$ cat src/rtl/cdq_pkg.sv
// Shared types and constants for the circular deque block.
// No dependencies; every other file but cdq_ram imports this package.
`timescale 1ns / 1ps
`default_nettype none

package cdq_pkg;

  localparam int DEPTH     = 1024;
  localparam int ELEM_BITS = 32;
  localparam int ADDR_W    = $clog2(DEPTH);       // DEPTH is a power of two
  localparam int CNT_W     = $clog2(DEPTH + 1);
  localparam int DATA_W    = 32;

  typedef enum logic [1:0] {
    CMD_READ   = 2'd0,
    CMD_INSERT = 2'd1,
    CMD_ERASE  = 2'd2,
    CMD_CLEAR  = 2'd3
  } cmd_t;

  typedef enum logic [1:0] {
    ST_OK    = 2'd0,
    ST_RANGE = 2'd1,
    ST_FULL  = 2'd2
  } status_t;

  typedef enum logic [2:0] {
    S_IDLE,
    S_READ,
    S_MOVE,
    S_FINAL,
    S_DONE
  } state_t;

  // one memory access bundle: read port and write port
  typedef struct packed {
    logic                 re;
    logic [ADDR_W-1:0]    raddr;
    logic                 we;
    logic [ADDR_W-1:0]    waddr;
    logic [ELEM_BITS-1:0] wdata;
  } ram_req_t;

  // block move request for the mover
  typedef struct packed {
    logic              start;
    logic [ADDR_W-1:0] src;
    logic [ADDR_W-1:0] dst;
    logic              up;
    logic [CNT_W-1:0]  moves;
  } move_cmd_t;

endpackage

`default_nettype wire

$ cat src/rtl/cdq_mover.sv
// Block mover: copies a run of entries by one slot, one element per cycle.
// Depends on cdq_pkg; drives the RAM through a ram_req_t bundle.
`timescale 1ns / 1ps
`default_nettype none

module cdq_mover import cdq_pkg::*; (
  input  wire logic                 clk,
  input  wire logic                 rst,
  input  wire move_cmd_t            cmd,
  input  wire logic [ELEM_BITS-1:0] rd_data,
  output ram_req_t                  req,
  output logic                      busy
);

  logic [CNT_W-1:0]  left;
  logic              wr_pend;
  logic [ADDR_W-1:0] src;
  logic [ADDR_W-1:0] dst;
  logic              up;
  logic [ADDR_W-1:0] wr_addr;

  // control
  always_ff @(posedge clk) begin
    if (rst) begin
      left    <= '0;
      wr_pend <= 1'b0;
    end else if (cmd.start) begin
      left    <= cmd.moves;
      wr_pend <= 1'b0;
    end else begin
      wr_pend <= (left != '0);
      if (left != '0) begin
        left <= left - CNT_W'(1);
      end
    end
  end

  // addresses
  always_ff @(posedge clk) begin
    if (cmd.start) begin
      src <= cmd.src;
      dst <= cmd.dst;
      up  <= cmd.up;
    end else if (left != '0) begin
      wr_addr <= dst;
      src     <= up ? src + ADDR_W'(1) : src - ADDR_W'(1);
      dst     <= up ? dst + ADDR_W'(1) : dst - ADDR_W'(1);
    end
  end

  // read source now, write its data to the destination next cycle
  assign req.re    = (left != '0);
  assign req.raddr = src;
  assign req.we    = wr_pend;
  assign req.waddr = wr_addr;
  assign req.wdata = rd_data;
  assign busy      = (left != '0) | wr_pend;

endmodule

`default_nettype wire

$ cat config.mk
export PLATFORM = sky130hd
export DESIGN_NAME = cdq_mover
export DESIGN_NICKNAME = d
export VERILOG_FILES = /design/src/rtl/cdq_pkg.sv /design/src/rtl/cdq_mover.sv
export SDC_FILE = /design/constraint.sdc
export NUM_CORES = 1
export LEC_CHECK = 0
export ABC_AREA = 0
export BUFFER_PORTS_ARGS = -buffer_cell sky130_fd_sc_hd__buf_2
export CAP_MARGIN = 25
export CORE_UTILIZATION = 48
export CTS_CLUSTER_SIZE = 20
export DETAILED_ROUTE_END_ITERATION = 6
export PLACE_DENSITY = 0.81
export SYNTH_ARGS = -nofsm -noshare
export SYNTH_HDL_FRONTEND = slang
export SYNTH_SLANG_ARGS = --single-unit
$ cat constraint.sdc
create_clock -name clk -period 2.6 [get_ports clk]
set_input_delay 0.39 -clock clk [delete_from_list [all_inputs] [get_ports clk]]
set_output_delay 0.39 -clock clk [all_outputs]
set_load 0.1 [all_outputs]
==> reports/results.tsv <==
metric	value	unit
hold-critical path endpoint	up	
CTS tree	built	
number of DRC violations after detailed routing	0	
Post-Route Utilization	0.541	
insertion delay to the later sink of the worst-skew pair	0.30	ns
sequential element share of the synthesized area	0.422	
Clock Tree Root	clkbuf_8	
crit path launch type	flip-flop	
power per unit of standard cell area	1150	nW/um2
simple-gate share of the synthesized area	0.131	
number of buffer and inverter instances along the worst setup path	1	
clock sink total	43	
clock transition time at the flip-flop clock pins of the worst setup and hold paths	0.08	ns
fraction of final layout cells sized beyond drive strength 1	0.229	
worst r2r path cells	7	
maximum clock skew at final layout	0.00972	ns
delay-heaviest family, CP	compound AO/OA/AOI/OAI gates	
number of global-route vias before repair	1982	
reg-to-reg endpoint	src[7]	
routed length per placed instance	13.6	um
Initial Util	0.501	
layout overhead on the synthesized area	8.07	%
number of port buffers	57	
register bit count reported by yosys	43	
clock buffers created by TritonCTS	5	
FF+latch area	1170	um2
drt initial violations	107	
total inserted antenna cells	0	
fraction of the mapped netlist area in compound gates	0.152	
time the final worst path needs with I/O delays and setup	2.33	ns
Hold Violations, Final	0	
CTS HTree Levels	2	
standard-cell row count	27	
number of top-level pins	122	
crit path capture type	flip-flop	
detailed-route via count	2052	
maximum clock path buffer count	2	
hold path startpoint	cmd[11]	
highest ir drop seen on vdd	0.869	mV
slowest stage cell on the critical path	edfxtp_1	
largest net degree at the start of global routing	28	
Crit Path Class	flip-flop to flip-flop	
Yosys warnings	0	
required time of the worst setup path	2.65	ns
post-synthesis share of cell area spent on xor and xnor gates	0.0695	
antenna viol nets, final	0	
post-synthesis cell count	285	
Crit Path Max Fanout	13	
Highest Clock Rate	0.430	GHz
pin slew with the least headroom to its limit	0.712	ns
post-synthesis area per instance	9.73	um2
arrival time of data at the critical path endpoint	2.37	ns
type of the worst min-delay path	input pin to flip-flop	
Net Count, Synth	372	
Cell Chain, Critical Path	inv_1, ha_1, a21oi_1, nand2b_1, o21ai_0, xnor2_1, mux2_2	
worst reg-to-reg setup slack	0.27	ns
fillers	506	
mux contribution to synthesized area	0.0117	
RSZ-0062 raised after global routing	false	
post-detailed-routing wire length	5.25	mm
post-DR vias/cell	5.32	
Die ar.	6090	um2
Die Wd	78.0	um
leakage power summed over all cells	0.00129	uW
number of max-cap violations	0	
Multi-input gate area	1280	um2
total global routing overflow	0	
wire length of the first global-routing pass	8.72	mm
depth of the worst hold-timing path	1	
core box area	5540	um2
PostCTS Resize Cnt	0	
initial antenna violation count	0	
delay contributed by the slowest stage of the critical path	0.39	ns
part of the cycle the worst path needs	0.895	
All-Layer GR Usage	0.183	
post-synth cell types	38	
setup TNS	0	ns
fraction of the mapped netlist area in adder cells	0.0956	
Final Setup Violations	0	
Detailed Routing Iterations Pass 1	4	
die span in y	78.0	um
result of the run	completed	
total count of max-transition violations in the final report	0	
normalized max-slew margin	0.524	
startpoint of the lowest-slack register-to-register path	up	
main combinational cell family by area after synthesis	compound AO/OA/AOI/OAI gates	
Post-DP HPWL	3.96	mm
number of post-CTS setup repair buffers	0	
gp weighted congestion	0.971	
cts-stage hold buffer count	0	
net count reported at finish	400	
synthesized cell area	2770	um2
[per-stage QoR]
stage          cell area, um2  power, uW  hold slack (ns)  worst slack [ns]  instances
3_3_place_gp             2890       2890            0.454             0.395        378
5_1_grt                  3000       3650            0.281            0.0698        386
6_report                 3000       3440            0.291             0.272        386
4_1_cts                  3000       3460            0.285             0.237        386
2_1_floorplan            2770       2870            0.433             0.110        285
3_5_place_dp             2890       2940            0.451             0.256        378
[where the power goes]
group          internal, uW  switching, uW  total (uW)
clock                   281            229         510
sequential              976            114        1090
combinational           521           1320        1840
total                  1780           1670        3440
[per-layer routing]
layer / global-route usage / wire, um / share of wire
met2: 0.303 / 2520 / 0.48
met3: 0.0395 / 282 / 0.054
met4: 0.0889 / 108 / 0.021
met1: 0.226 / 2340 / 0.45
met5: 0 / 0 / 0
[synthesized netlist by cell type (all sizes together)]
master / number / share of area
o211ai: 2 / 0.0054
nor2b: 3 / 0.0068
nand2b: 3 / 0.0068
edfxtp: 31 / 0.34
or3: 2 / 0.0045
a21o: 4 / 0.011
a22o: 1 / 0.0032
xnor2: 7 / 0.022
dfxtp: 12 / 0.087
xor2: 15 / 0.047
o21ai: 29 / 0.052
and4b: 1 / 0.0036
nand3: 2 / 0.0036
a211oi: 5 / 0.014
nor2: 13 / 0.018
buf: 36 / 0.099
fa: 2 / 0.014
a21oi: 12 / 0.022
ha: 18 / 0.081
o221ai: 2 / 0.0063
nand4: 2 / 0.0045
o21a: 8 / 0.022
mux2: 2 / 0.0081
nand3b: 1 / 0.0027
clkbuf: 4 / 0.0054
o21bai: 2 / 0.0054
o31ai: 2 / 0.0054
inv: 10 / 0.014
mux2i: 1 / 0.0036
nand2: 40 / 0.054
o31a: 2 / 0.0063
nor3: 7 / 0.013
nor4: 4 / 0.014
[flip-flops by register name, indices dropped and copies added, names as in the netlist]
signal / count
up: 1
wr_addr: 10
wr_pend: 1
dst: 10
src: 10
left: 11
[worst register-to-register path: stages (launching register included)]
cell      delay [ns]
edfxtp_1        0.39
inv_1           0.34
ha_1            0.37
a21oi_1         0.32
nand2b_1        0.09
o21ai_0         0.21
xnor2_1         0.09
mux2_2          0.26
[logic make-up (layout without fill, tap and decap cells)]
logic type,count (synthesis),count (layout)
AO/OA/AOI/OAI,69,69
XOR/XNOR,22,22
adder cells (fa/ha/maj),20,20
buffers and inverters,50,79
flip-flops,43,43
multiplexers,3,3
AND/OR/NAND/NOR,78,78
[final cells by class]
| class | count | share of cell area |
|---|---|---|
| clock buffers | 5 | 0.0230 |
| repair buffers | 61 | 0.105 |
| inverters | 10 | 0.0125 |
| well taps | 72 | 0.0301 |
| multi-input cells | 192 | 0.426 |
| clock inverters | 3 | 0.0129 |
| flip-flops and latches | 43 | 0.391 |
[cells in the final DEF (no fill, tap or decap), types with 2 or more instances in the layout]
master / instances
nand3_1: 2
o31a_1: 2
a21oi_1: 12
nor3_1: 7
inv_1: 9
xnor2_1: 7
o211ai_1: 2
mux2_2: 2
a21o_1: 4
clkbuf_8: 5
ha_1: 18
edfxtp_1: 31
or3_1: 2
buf_4: 4
o221ai_1: 2
nor4_1: 3
o21ai_0: 28
xor2_1: 15
o21a_1: 8
a211oi_1: 5
nand4_1: 2
nor2b_1: 3
o31ai_1: 2
buf_2: 57
dfxtp_1: 12
nand2_1: 40
fa_1: 2
nand2b_1: 3
nor2_1: 13
o21bai_1: 2
[worst max path at each step]
| stage | from | to | slack, ns | cells past startpoint |
|---|---|---|---|---|
| 4_1_cts | up | src[7] | 0.24 | 7 |
| 5_1_grt | up | src[7] | 0.07 | 7 |
| 6_report | up | src[7] | 0.27 | 7 |
| 3_3_place_gp | up | dst[7] | 0.40 | 7 |
| 2_1_floorplan | src[0] | src[8] | 0.11 | 7 |
| 3_5_place_dp | up | src[7] | 0.26 | 7 |
Power figures use the tool's default switching activity.
